--- src/design/sha_pkg.sv ---
// shared types and constants of the sha-256 stream hasher
`default_nettype none
package sha_pkg;

    typedef struct packed {
        logic       cmd;
        logic [7:0] data_byte;
    } t_sha_in;

    typedef struct packed {
        logic [31:0] digest_word;
        logic [2:0]  word_index;
        logic        last_word;
    } t_sha_out;

    localparam logic CMD_ABSORB = 1'b0;
    localparam logic CMD_FINISH = 1'b1;

    localparam logic [1:0] BSEL_DATA = 2'd0;
    localparam logic [1:0] BSEL_PAD  = 2'd1;
    localparam logic [1:0] BSEL_ZERO = 2'd2;
    localparam logic [1:0] BSEL_LEN  = 2'd3;

    localparam logic [7:0] PAD_BYTE  = 8'h80;
    localparam logic [5:0] LEN_START = 6'd56;
    localparam logic [5:0] FILL_LAST = 6'd63;

    typedef struct packed {
        logic       push;
        logic [1:0] byte_sel;
        logic       count_total;
        logic       latch_len;
        logic       start_round;
        logic       round;
        logic       add;
        logic       out_next;
        logic       restart;
    } t_dp_cmd;

    typedef struct packed {
        logic [5:0] fill;
        logic       round_last;
        logic       out_last;
    } t_dp_stat;

    localparam logic [31:0] H_INIT [8] = '{
        32'h6a09e667, 32'hbb67ae85, 32'h3c6ef372, 32'ha54ff53a,
        32'h510e527f, 32'h9b05688c, 32'h1f83d9ab, 32'h5be0cd19
    };

    localparam logic [31:0] ROUND_K [64] = '{
        32'h428a2f98, 32'h71374491, 32'hb5c0fbcf, 32'he9b5dba5,
        32'h3956c25b, 32'h59f111f1, 32'h923f82a4, 32'hab1c5ed5,
        32'hd807aa98, 32'h12835b01, 32'h243185be, 32'h550c7dc3,
        32'h72be5d74, 32'h80deb1fe, 32'h9bdc06a7, 32'hc19bf174,
        32'he49b69c1, 32'hefbe4786, 32'h0fc19dc6, 32'h240ca1cc,
        32'h2de92c6f, 32'h4a7484aa, 32'h5cb0a9dc, 32'h76f988da,
        32'h983e5152, 32'ha831c66d, 32'hb00327c8, 32'hbf597fc7,
        32'hc6e00bf3, 32'hd5a79147, 32'h06ca6351, 32'h14292967,
        32'h27b70a85, 32'h2e1b2138, 32'h4d2c6dfc, 32'h53380d13,
        32'h650a7354, 32'h766a0abb, 32'h81c2c92e, 32'h92722c85,
        32'ha2bfe8a1, 32'ha81a664b, 32'hc24b8b70, 32'hc76c51a3,
        32'hd192e819, 32'hd6990624, 32'hf40e3585, 32'h106aa070,
        32'h19a4c116, 32'h1e376c08, 32'h2748774c, 32'h34b0bcb5,
        32'h391c0cb3, 32'h4ed8aa4a, 32'h5b9cca4f, 32'h682e6ff3,
        32'h748f82ee, 32'h78a5636f, 32'h84c87814, 32'h8cc70208,
        32'h90befffa, 32'ha4506ceb, 32'hbef9a3f7, 32'hc67178f2
    };

endpackage
`default_nettype wire

--- src/design/sha256_stream_hasher.sv ---
// sha-256 stream hasher top level
//
// input channel (i_in_valid / o_in_ready / i_in_data): each request carries cmd and
// data_byte. cmd absorb adds one message byte, cmd finish pads the message and
// produces the digest. output channel (o_out_valid / i_out_ready / o_out_data):
// eight requests per finish, digest word 0 (most significant) first, last_word
// set on the eighth.
// an absorb request is accepted whenever the hasher is idle; the one that completes a
// 64-byte block is followed by the 64 rounds and a hash update, one round per
// cycle in the shared round unit, with the input not ready meanwhile.
// a finish request pushes the padding one byte per cycle (up to 72 bytes, with
// an idle step before the length bytes), each full block followed by a
// compression (the rounds and the hash update); after the final compression the
// digest is offered one word per cycle while the receiver is ready.
// a stalled receiver holds the current word steady and blocks further input.
// after the last word is taken the hash returns to its initial value.
// synchronous active-low reset loads the initial hash and clears the byte
// and length counters; no input is lost across a stall.
`default_nettype none
module sha256_stream_hasher
    import sha_pkg::*;
(
    input  wire logic    i_clk,
    input  wire logic    i_rst_n,
    input  wire logic    i_in_valid,
    output logic         o_in_ready,
    input  wire t_sha_in i_in_data,
    output logic         o_out_valid,
    input  wire logic    i_out_ready,
    output t_sha_out     o_out_data
);

    t_dp_cmd  w_cmd;
    t_dp_stat w_stat;

    sha_ctrl u_ctrl (
        .i_clk       (i_clk),
        .i_rst_n     (i_rst_n),
        .i_in_valid  (i_in_valid),
        .i_in_cmd    (i_in_data.cmd),
        .o_in_ready  (o_in_ready),
        .o_out_valid (o_out_valid),
        .i_out_ready (i_out_ready),
        .i_stat      (w_stat),
        .o_cmd       (w_cmd)
    );

    sha_dp u_dp (
        .i_clk       (i_clk),
        .i_rst_n     (i_rst_n),
        .i_cmd       (w_cmd),
        .i_data_byte (i_in_data.data_byte),
        .o_stat      (w_stat),
        .o_out       (o_out_data)
    );

endmodule
`default_nettype wire

--- src/design/sha_dp.sv ---
// sha-256 datapath: message window, round unit, hash words, length and output
`default_nettype none
module sha_dp
    import sha_pkg::*;
(
    input  wire logic     i_clk,
    input  wire logic     i_rst_n,
    input  wire t_dp_cmd  i_cmd,
    input  wire logic [7:0] i_data_byte,
    output t_dp_stat      o_stat,
    output t_sha_out      o_out
);

    logic [31:0] r_h [8];
    logic [31:0] r_v [8];
    logic [31:0] r_w [16];
    logic [23:0] r_acc;
    logic [63:0] r_bits;
    logic [60:0] r_total;
    logic [5:0]  r_fill;
    logic [5:0]  r_rnd;
    logic [2:0]  r_idx;

    logic [7:0]  n_byte;
    logic [31:0] n_word;
    logic [31:0] n_wnext;
    logic [31:0] n_t1;
    logic [31:0] n_t2;
    logic [31:0] n_s0;
    logic [31:0] n_s1;
    logic [31:0] n_bs0;
    logic [31:0] n_bs1;
    logic [31:0] n_ch;
    logic [31:0] n_maj;

    function automatic logic [31:0] rotr(input logic [31:0] v, input int unsigned n);
        rotr = (v >> n) | (v << (32 - n));
    endfunction

    always_comb begin
        unique case (i_cmd.byte_sel)
            BSEL_DATA: n_byte = i_data_byte;
            BSEL_PAD:  n_byte = PAD_BYTE;
            BSEL_ZERO: n_byte = 8'h00;
            BSEL_LEN:  n_byte = r_bits[{~r_fill[2:0], 3'b000} +: 8];
            default:   n_byte = 8'h00;
        endcase
    end

    assign n_word = {r_acc, n_byte};

    assign n_s0 = rotr(r_w[1], 7) ^ rotr(r_w[1], 18) ^ (r_w[1] >> 3);
    assign n_s1 = rotr(r_w[14], 17) ^ rotr(r_w[14], 19) ^ (r_w[14] >> 10);
    assign n_wnext = n_s1 + r_w[9] + n_s0 + r_w[0];

    assign n_bs1 = rotr(r_v[4], 6) ^ rotr(r_v[4], 11) ^ rotr(r_v[4], 25);
    assign n_bs0 = rotr(r_v[0], 2) ^ rotr(r_v[0], 13) ^ rotr(r_v[0], 22);
    assign n_ch  = (r_v[4] & r_v[5]) ^ (~r_v[4] & r_v[6]);
    assign n_maj = (r_v[0] & r_v[1]) ^ (r_v[0] & r_v[2]) ^ (r_v[1] & r_v[2]);
    assign n_t1  = r_v[7] + n_bs1 + n_ch + ROUND_K[r_rnd] + r_w[0];
    assign n_t2  = n_bs0 + n_maj;

    // control state
    always_ff @(posedge i_clk) begin
        if (!i_rst_n) begin
            r_h     <= H_INIT;
            r_fill  <= '0;
            r_total <= '0;
            r_rnd   <= '0;
            r_idx   <= '0;
        end else begin
            if (i_cmd.push) begin
                r_fill <= r_fill + 6'd1;
            end
            if (i_cmd.count_total) begin
                r_total <= r_total + 61'd1;
            end
            if (i_cmd.start_round) begin
                r_rnd <= '0;
            end else if (i_cmd.round) begin
                r_rnd <= r_rnd + 6'd1;
            end
            if (i_cmd.add) begin
                for (int i = 0; i < 8; i++) begin
                    r_h[i] <= r_h[i] + r_v[i];
                end
            end
            // index wraps to zero on the last word
            if (i_cmd.out_next) begin
                r_idx <= r_idx + 3'd1;
            end
            if (i_cmd.restart) begin
                r_h     <= H_INIT;
                r_fill  <= '0;
                r_total <= '0;
            end
        end
    end

    // payload
    always_ff @(posedge i_clk) begin
        if (i_cmd.latch_len) begin
            r_bits <= {r_total, 3'b000};
        end
        if (i_cmd.push) begin
            r_acc <= n_word[23:0];
        end
        if (i_cmd.push && (r_fill[1:0] == 2'b11)) begin
            for (int i = 0; i < 15; i++) begin
                r_w[i] <= r_w[i + 1];
            end
            r_w[15] <= n_word;
        end else if (i_cmd.round) begin
            for (int i = 0; i < 15; i++) begin
                r_w[i] <= r_w[i + 1];
            end
            r_w[15] <= n_wnext;
        end
        if (i_cmd.start_round) begin
            r_v <= r_h;
        end else if (i_cmd.round) begin
            r_v[7] <= r_v[6];
            r_v[6] <= r_v[5];
            r_v[5] <= r_v[4];
            r_v[4] <= r_v[3] + n_t1;
            r_v[3] <= r_v[2];
            r_v[2] <= r_v[1];
            r_v[1] <= r_v[0];
            r_v[0] <= n_t1 + n_t2;
        end
    end

    assign o_stat.fill       = r_fill;
    assign o_stat.round_last = (r_rnd == 6'd63);
    assign o_stat.out_last   = (r_idx == 3'd7);

    assign o_out.digest_word = r_h[r_idx];
    assign o_out.word_index  = r_idx;
    assign o_out.last_word   = (r_idx == 3'd7);

endmodule
`default_nettype wire

--- src/design/sha_ctrl.sv ---
// sha-256 controller: request handling, padding sequence, rounds and digest output
`default_nettype none
module sha_ctrl
    import sha_pkg::*;
(
    input  wire logic     i_clk,
    input  wire logic     i_rst_n,
    input  wire logic     i_in_valid,
    input  wire logic     i_in_cmd,
    output logic          o_in_ready,
    output logic          o_out_valid,
    input  wire logic     i_out_ready,
    input  wire t_dp_stat i_stat,
    output t_dp_cmd       o_cmd
);

    localparam logic [2:0] S_IDLE   = 3'd0;
    localparam logic [2:0] S_PAD80  = 3'd1;
    localparam logic [2:0] S_PADZ   = 3'd2;
    localparam logic [2:0] S_PADLEN = 3'd3;
    localparam logic [2:0] S_ROUND  = 3'd4;
    localparam logic [2:0] S_ADD    = 3'd5;
    localparam logic [2:0] S_OUT    = 3'd6;

    logic [2:0] r_state;
    logic [2:0] n_state;
    logic       r_pad;
    logic       n_pad;
    logic       r_final;
    logic       n_final;
    logic       n_full;

    assign n_full = (i_stat.fill == FILL_LAST);

    always_comb begin
        n_state     = r_state;
        n_pad       = r_pad;
        n_final     = r_final;
        o_cmd       = '0;
        o_in_ready  = 1'b0;
        o_out_valid = 1'b0;
        unique case (r_state)
            S_IDLE: begin
                o_in_ready = 1'b1;
                if (i_in_valid) begin
                    if (i_in_cmd == CMD_ABSORB) begin
                        o_cmd.push        = 1'b1;
                        o_cmd.byte_sel    = BSEL_DATA;
                        o_cmd.count_total = 1'b1;
                        if (n_full) begin
                            o_cmd.start_round = 1'b1;
                            n_state           = S_ROUND;
                        end
                    end else begin
                        o_cmd.latch_len = 1'b1;
                        n_pad           = 1'b1;
                        n_state         = S_PAD80;
                    end
                end
            end
            S_PAD80: begin
                o_cmd.push     = 1'b1;
                o_cmd.byte_sel = BSEL_PAD;
                if (n_full) begin
                    o_cmd.start_round = 1'b1;
                    n_state           = S_ROUND;
                end else begin
                    n_state = S_PADZ;
                end
            end
            S_PADZ: begin
                if (i_stat.fill == LEN_START) begin
                    n_state = S_PADLEN;
                end else begin
                    o_cmd.push     = 1'b1;
                    o_cmd.byte_sel = BSEL_ZERO;
                    if (n_full) begin
                        o_cmd.start_round = 1'b1;
                        n_state           = S_ROUND;
                    end
                end
            end
            S_PADLEN: begin
                o_cmd.push     = 1'b1;
                o_cmd.byte_sel = BSEL_LEN;
                if (n_full) begin
                    o_cmd.start_round = 1'b1;
                    n_final           = 1'b1;
                    n_state           = S_ROUND;
                end
            end
            S_ROUND: begin
                o_cmd.round = 1'b1;
                if (i_stat.round_last) begin
                    n_state = S_ADD;
                end
            end
            S_ADD: begin
                o_cmd.add = 1'b1;
                if (r_final) begin
                    n_state = S_OUT;
                end else if (r_pad) begin
                    n_state = S_PADZ;
                end else begin
                    n_state = S_IDLE;
                end
            end
            S_OUT: begin
                o_out_valid = 1'b1;
                if (i_out_ready) begin
                    o_cmd.out_next = 1'b1;
                    if (i_stat.out_last) begin
                        o_cmd.restart = 1'b1;
                        n_pad         = 1'b0;
                        n_final       = 1'b0;
                        n_state       = S_IDLE;
                    end
                end
            end
            default: begin
                n_state = S_IDLE;
            end
        endcase
    end

    always_ff @(posedge i_clk) begin
        if (!i_rst_n) begin
            r_state <= S_IDLE;
            r_pad   <= 1'b0;
            r_final <= 1'b0;
        end else begin
            r_state <= n_state;
            r_pad   <= n_pad;
            r_final <= n_final;
        end
    end

endmodule
`default_nettype wire
--- config.mk ---
export PLATFORM = sky130hd
export DESIGN_NAME = sha256_stream_hasher
export DESIGN_NICKNAME = d
export VERILOG_FILES = /design/src/design/sha_pkg.sv /design/src/design/sha256_stream_hasher.sv /design/src/design/sha_dp.sv /design/src/design/sha_ctrl.sv
export SDC_FILE = /design/constraint.sdc
export NUM_CORES = 2
export LEC_CHECK = 0
export BUFFER_PORTS_ARGS = -buffer_cell sky130_fd_sc_hd__buf_2
export CORE_MARGIN = 2
export CORE_UTILIZATION = 55
export DETAILED_ROUTE_END_ITERATION = 16
export PLACE_DENSITY = 0.77
export SLEW_MARGIN = 30
export SYNTH_ARGS = -nofsm -noshare
export SYNTH_HDL_FRONTEND = slang
export SYNTH_SLANG_ARGS = --single-unit
export TNS_END_PERCENT = 30
--- constraint.sdc ---
create_clock -name i_clk -period 15.86 [get_ports i_clk]
set_input_delay 0.793 -clock i_clk [delete_from_list [all_inputs] [get_ports i_clk]]
set_output_delay 0.793 -clock i_clk [all_outputs]
set_load 0.02 [all_outputs]
Yosys cells after proc, flatten, opt, wreduce, memory -nomap -nowiden --
Memories as Yosys holds them, arrays and structs flattened. Index checks and enable logic that the tools add are counted.
Word-level totals: bits in registers 678, bits in writable memories 512, bits in read-only memories 2048, input port bits 13, output and inout bits 38, logic and storage cells 195, memories 2
Cells by class: add/subtract/negate cells 22, magnitude comparators 2, eq/ne operators 20, shift operators 1, multiplexer cells 64, bitwise operators 47, reductions and logical operators 12
Memory list:
- (name not given) | depth 64, width 32, read ports 1, clocked after memory_dff 0, write ports 0, line sha_dp.sv:60 | assign n_t1 = r_v[7] + n_bs1 + n_ch + ROUND_K[r_rnd] + r_w[0];
- u_dp.r_w | depth 16, width 32, read ports 16, clocked after memory_dff 0, write ports 16, line sha_dp.sv:16 | logic [31:0] r_w [16];
Operators with widths (count):
- 32-bit 2-to-1 mux | 20
- 32-bit adder | 18
- 256-bit 2-to-1 mux | 2
- 32-bit bitwise XOR | 9
- 32-bit AND | 5
- 32-bit binary-select mux with 3-bit select | 1
- 64-bit by 7-bit variable part select with 8-bit output | 1
- 61-bit by 1-bit adder with 61-bit output, second input constant | 1
- 32-bit inverter | 1
- 10-bit by 32-bit bitwise OR with 32-bit output | 1
- 13-bit by 32-bit bitwise OR with 32-bit output | 1
- 14-bit by 32-bit bitwise OR with 32-bit output | 1
- 15-bit by 32-bit bitwise OR with 32-bit output | 1
- 19-bit by 32-bit bitwise OR with 32-bit output | 1
- 21-bit by 32-bit bitwise OR with 32-bit output | 1
- 25-bit by 32-bit bitwise OR with 32-bit output | 1
- 26-bit by 32-bit bitwise OR with 32-bit output | 1
- 30-bit by 32-bit bitwise OR with 32-bit output | 1
- 7-bit by 32-bit bitwise OR with 32-bit output | 1
- 8-bit case mux with 4 select lines | 1
- 32-bit by 22-bit bitwise XOR with 32-bit output | 1
- 32-bit by 29-bit bitwise XOR with 32-bit output | 1
- 3-bit 2-to-1 mux | 10
- 3-bit case mux with 7 select lines | 1
- 31 further kinds | 86

Depth between registers and ports, before layout --
depth after elaboration 10, depth in mapped cells 41, gate-level depth less buffers 39

Hierarchy --
A second synthesis with hierarchy kept.
Unflattened totals: cell total of the unflattened synthesis 6437, area, all modules 71248.3 um^2
Modules (own cells, without submodules):
- sha_dp | times used 1, cells an instance 6374, area each 70769.1 um^2, seq. area each 32260.9 um^2
- sha_ctrl | times used 1, cells an instance 63, area each 479.2 um^2, seq. area each 100.1 um^2

Least setup slack after synthesis --
Ideal clock, no wire load.
path type register to register, start point register u_dp.r_fill[0], end point memory u_dp.r_w[0][0] (enable), setup time 3671 ps, arrival 11472 ps, required time 12189 ps, path slack 718 ps, cell stages (with the launch flop) 13, path buffers 4, clock period less this slack 15142 ps, cell sequence dfxtp_1 -> clkbuf_1 -> buf_1 -> inv_1 -> ha_1 -> nand3_1 -> a21oi_1 -> or2_2 -> clkbuf_1 -> nand2_1 -> nand2_1 -> clkbuf_1 -> nand2_1
RTL lines:
- start: declaration | line sha_dp.sv:20 | logic [5:0] r_fill;
- start signal: assignment | line sha_dp.sv:73 | r_fill <= r_fill + 6'd1;
- end: declaration | line sha_dp.sv:16

Worst setup path in the final report --
start point register u_dp.r_rnd[1], end point register u_dp.r_v[252] (netlist name) (data pin)
Between the ends: longest elaborated chain between the ends 9
Ends and longest elaborated chain:
- start: declaration | line sha_dp.sv:21 | logic [5:0] r_rnd;
- start signal: assignment | line sha_dp.sv:81 | r_rnd <= r_rnd + 6'd1;
- 6-bit inverter with 7-bit output (implied by the code) | line sha_dp.sv:60
- memory read 64 x 32 bit
- 32-bit 2-to-1 mux (implied by the code) (2 in series) | line sha_dp.sv:60
- 32-bit adder (2 in series) | line sha_dp.sv:60
- 32-bit adder | line sha_dp.sv:129 | r_v[0] <= n_t1 + n_t2;
- 256-bit 2-to-1 mux | line sha_dp.sv:121 | end else if (i_cmd.round) begin
- 256-bit 2-to-1 mux | line sha_dp.sv:119 | if (i_cmd.start_round) begin
- end signal: assignment | line sha_dp.sv:120 | r_v <= r_h;
- end: declaration | line sha_dp.sv:15 | logic [31:0] r_v [8];
Every way passes these cells. The select of a mux whose other input is x is not followed. A chain may end at the register's enable or synchronous reset.

==> results.cfg <==
[logic_synthesis]
synth_top_area_share_pct = 36.1
synth_top_area_cell = edfxtp_1
yosysMostFrequentCell = nand2_1
synth_seq_area_share_pct = 45.6
ys_warn_count = 0
syn_nets = 7508
synth.cell_area_um2 = 71000
synth.avg_cell_area_um2 = 10.3
synthTopCellsByCount = nand2_1, edfxtp_1, a21oi_1
synthFlopType = edfxtp_1
synthTopCellsByArea = edfxtp_1, dfxtp_1, ha_1, nand2_1, fa_1
synth_cell_type_count = 108
async_flop_share_pct = 0
synth_cells = 6903
ys_ff_latch = 1190
synth_edf_count = 853

[clock_network]
clock-sinks = 1190
clock-root-buffer = clkbuf_16
clk_pin_slew_ns = 0.06
clk_latency_ns = 0.80
hold_buffers = 0
cts_setup_buffers = 0
clockBufferDepth = 3
cts_resized = 0
numCtsBuffers = 130
cts_tree = built
h-tree-depth = 4

[power_and_ir_drop]
p_int_mw = 5.20
combPwrFrac_pct = 4.4
power_density_nw_per_um2 = 87.4
p_clk_share_pct = 45.6
leakage_nw = 30.1
pwr-share-seq_pct = 50.0
switchingPower_mw = 1.53
switching_share_pct = 22.7
ir_drop_v = 0.0000746

[sta]
slew_headroom_pct = 28.7
min_period_ns = 10.95
period_share_pct = 69.0
setup_tns_ns = 0
finClkSkew_ns = 0.0546
rsz0062_at_grt = false
hold_viol = 0
hold_ws_ns = 0.313
setup_violations = 0
worst_slew_pin_slew_ns = 1.07
fmax_mhz = 91.4
final_max_slew_viol_count = 0

[drt]
ant_nets = 0
routedWlPerCell_um = 25.1
dr.pass1.iters = 8
drc = 0
vias_per_cell = 6.25
vias = 53700
wl_mm = 216
drt-initial-drc-count = 6507

[placed_design]
dp_hpwl_mm = 156
io_buffers = 50
gp_congestion = 0.983

[flow_run]
max-cap-violations = 0

[global_route]
grt_pass1_wl_mm = 322
grt_max_degree = 207
antenna_found_initial = 3
grt_overflow = 0
track_usage_pct = 32.4
grt_pass1_vias = 51600

[worst_setup_path]
required_ns = 16.35
endpoint_kind = flip-flop
critPathArrivalTime_ns = 11.44
cp_slowest_stage_delay_ns = 0.89
timing.reg2reg.setup_slack_ns = 4.91
crit_path_frequent_cell = fa_1
cpMaxStageDelayCell = ha_1
path_max_fanout = 26
worst-setup-path-type = flip-flop to flip-flop
crit_path_start_kind = flip-flop
critPathBufInv = 5
critPathTopFamily = adder cells

[final_layout]
final_nets = 7430
syn_to_final_growth_pct = 8.48
multi_input_area_um2 = 36100
drive_gt1_share_pct = 7.26
seqCellArea_um2 = 32400
fill_cells = 10400

[hold_path]
min_path_type = primary input to flip-flop

[floorplanning]
io_pins = 51
die_w_um = 363
die_area_um2 = 132000
fp.coreArea_um2 = 128000
initial_utilization_pct = 55.6
rows = 131
die_y_um = 363

[status]
run_status = completed
==> placed cells by master (no fill, tap or decap), drive strengths merged, types with 61 or more instances in the layout <==
cell type  count
nand2       1139
edfxtp       853
a21oi        482
ha           397
nor2         394
inv          380
o21ai        380
xnor2        355
dfxtp        337
xor2         260
fa           195
clkbuf       171
a21o         160
nand3        123
buf          107
o211ai       104
nor3          88
mux4          82
nand2b        73
a211oi        61
==> power groups by stage <==
stage	Sequential (mW)	Clock [mW]	Combinational (mW)
2_1_floorplan	3.43	0	0.207
3_3_place_gp	3.43	0	0.281
3_5_place_dp	3.44	0	0.286
4_1_cts	3.37	3.10	0.288
5_1_grt	3.37	3.22	0.319
6_report	3.37	3.07	0.294
==> cells by family after synthesis <==
logic type | share of synthesized area, %
muxes | 3.91
and+or+nand+nor | 12.6
xor gates and xnor gates | 7.58
buffers and inverters | 3.73
DFF | 45.6
adders and majority gates | 12.8
AOI/OAI and AO/OA | 13.8
==> worst paths after layout <==
check,depth (start not counted),startpoint,endpoint
worst max-delay path,38,u_dp.r_rnd[1],u_dp.r_v[252]
worst min register to register,0,u_dp.r_w[6][24],u_dp.r_w[5][24]
worst min-delay path,3,i_out_ready,u_dp.r_idx[2]
worst max register to register,38,u_dp.r_rnd[1],u_dp.r_v[252]
==> cell type report <==
class | count | share of cell area (%)
multi-input combinational | 5015 | 46.8
sequential | 1190 | 42.0
clock buffer | 171 | 4.67
tap | 1662 | 2.70
inverter | 381 | 1.86
timing repair buffer | 107 | 0.990
clock inverter | 66 | 0.916
antenna | 1 | 0.00325
==> worst register-to-register path: cells and delay by family, from the launching register on <==
kind | cells | cell delay, ns
simple gates | 5 | 1.27
xor+xnor | 2 | 0.63
flops | 1 | 0.30
compound gates | 18 | 3.18
fa+ha+maj | 8 | 3.81
buf+inv | 5 | 1.46
==> per-layer routing <==
| metal | global-route usage [%] | vias to the layer above | part of all wire (%) | wire, um |
|---|---|---|---|---|
| li1 | - | 24300 | - | - |
| met4 | 13.7 | 2 | 4.6 | 9910 |
| met1 | 45.0 | 26300 | 41 | 88900 |
| met3 | 6.82 | 444 | 10 | 21500 |
| met5 | 0 | - | 0.0051 | 11 |
| met2 | 49.5 | 2752 | 44 | 95300 |
==> registers in the layout, summed over array words and instances (netlist names) <==
register and flops:
u_dp.r_idx 3, u_dp.r_w 512, u_dp.r_total 61, u_dp.r_rnd 6
u_dp.r_acc 24, u_ctrl.r_state 3, u_dp.r_bits 61, u_ctrl.r_pad 1
u_dp.r_h 256, u_ctrl.r_final 1, u_dp.r_v 256, u_dp.r_fill 6
==> through the flow <==
step	utilization (%)	total power [mW]	cell area, um^2	setup slack, ns	cells
after floorplan	-	3.64	71000	0.718	6903
final	60.3	6.74	77100	4.91	8593
after global routing	60.3	6.91	77100	4.23	8592
after global placement	56.8	3.72	72700	5.34	8353
after detailed placement	56.9	3.72	72700	5.21	8353
after CTS	60.2	6.76	77000	5.16	8590
Power figures use the tool's default switching activity.
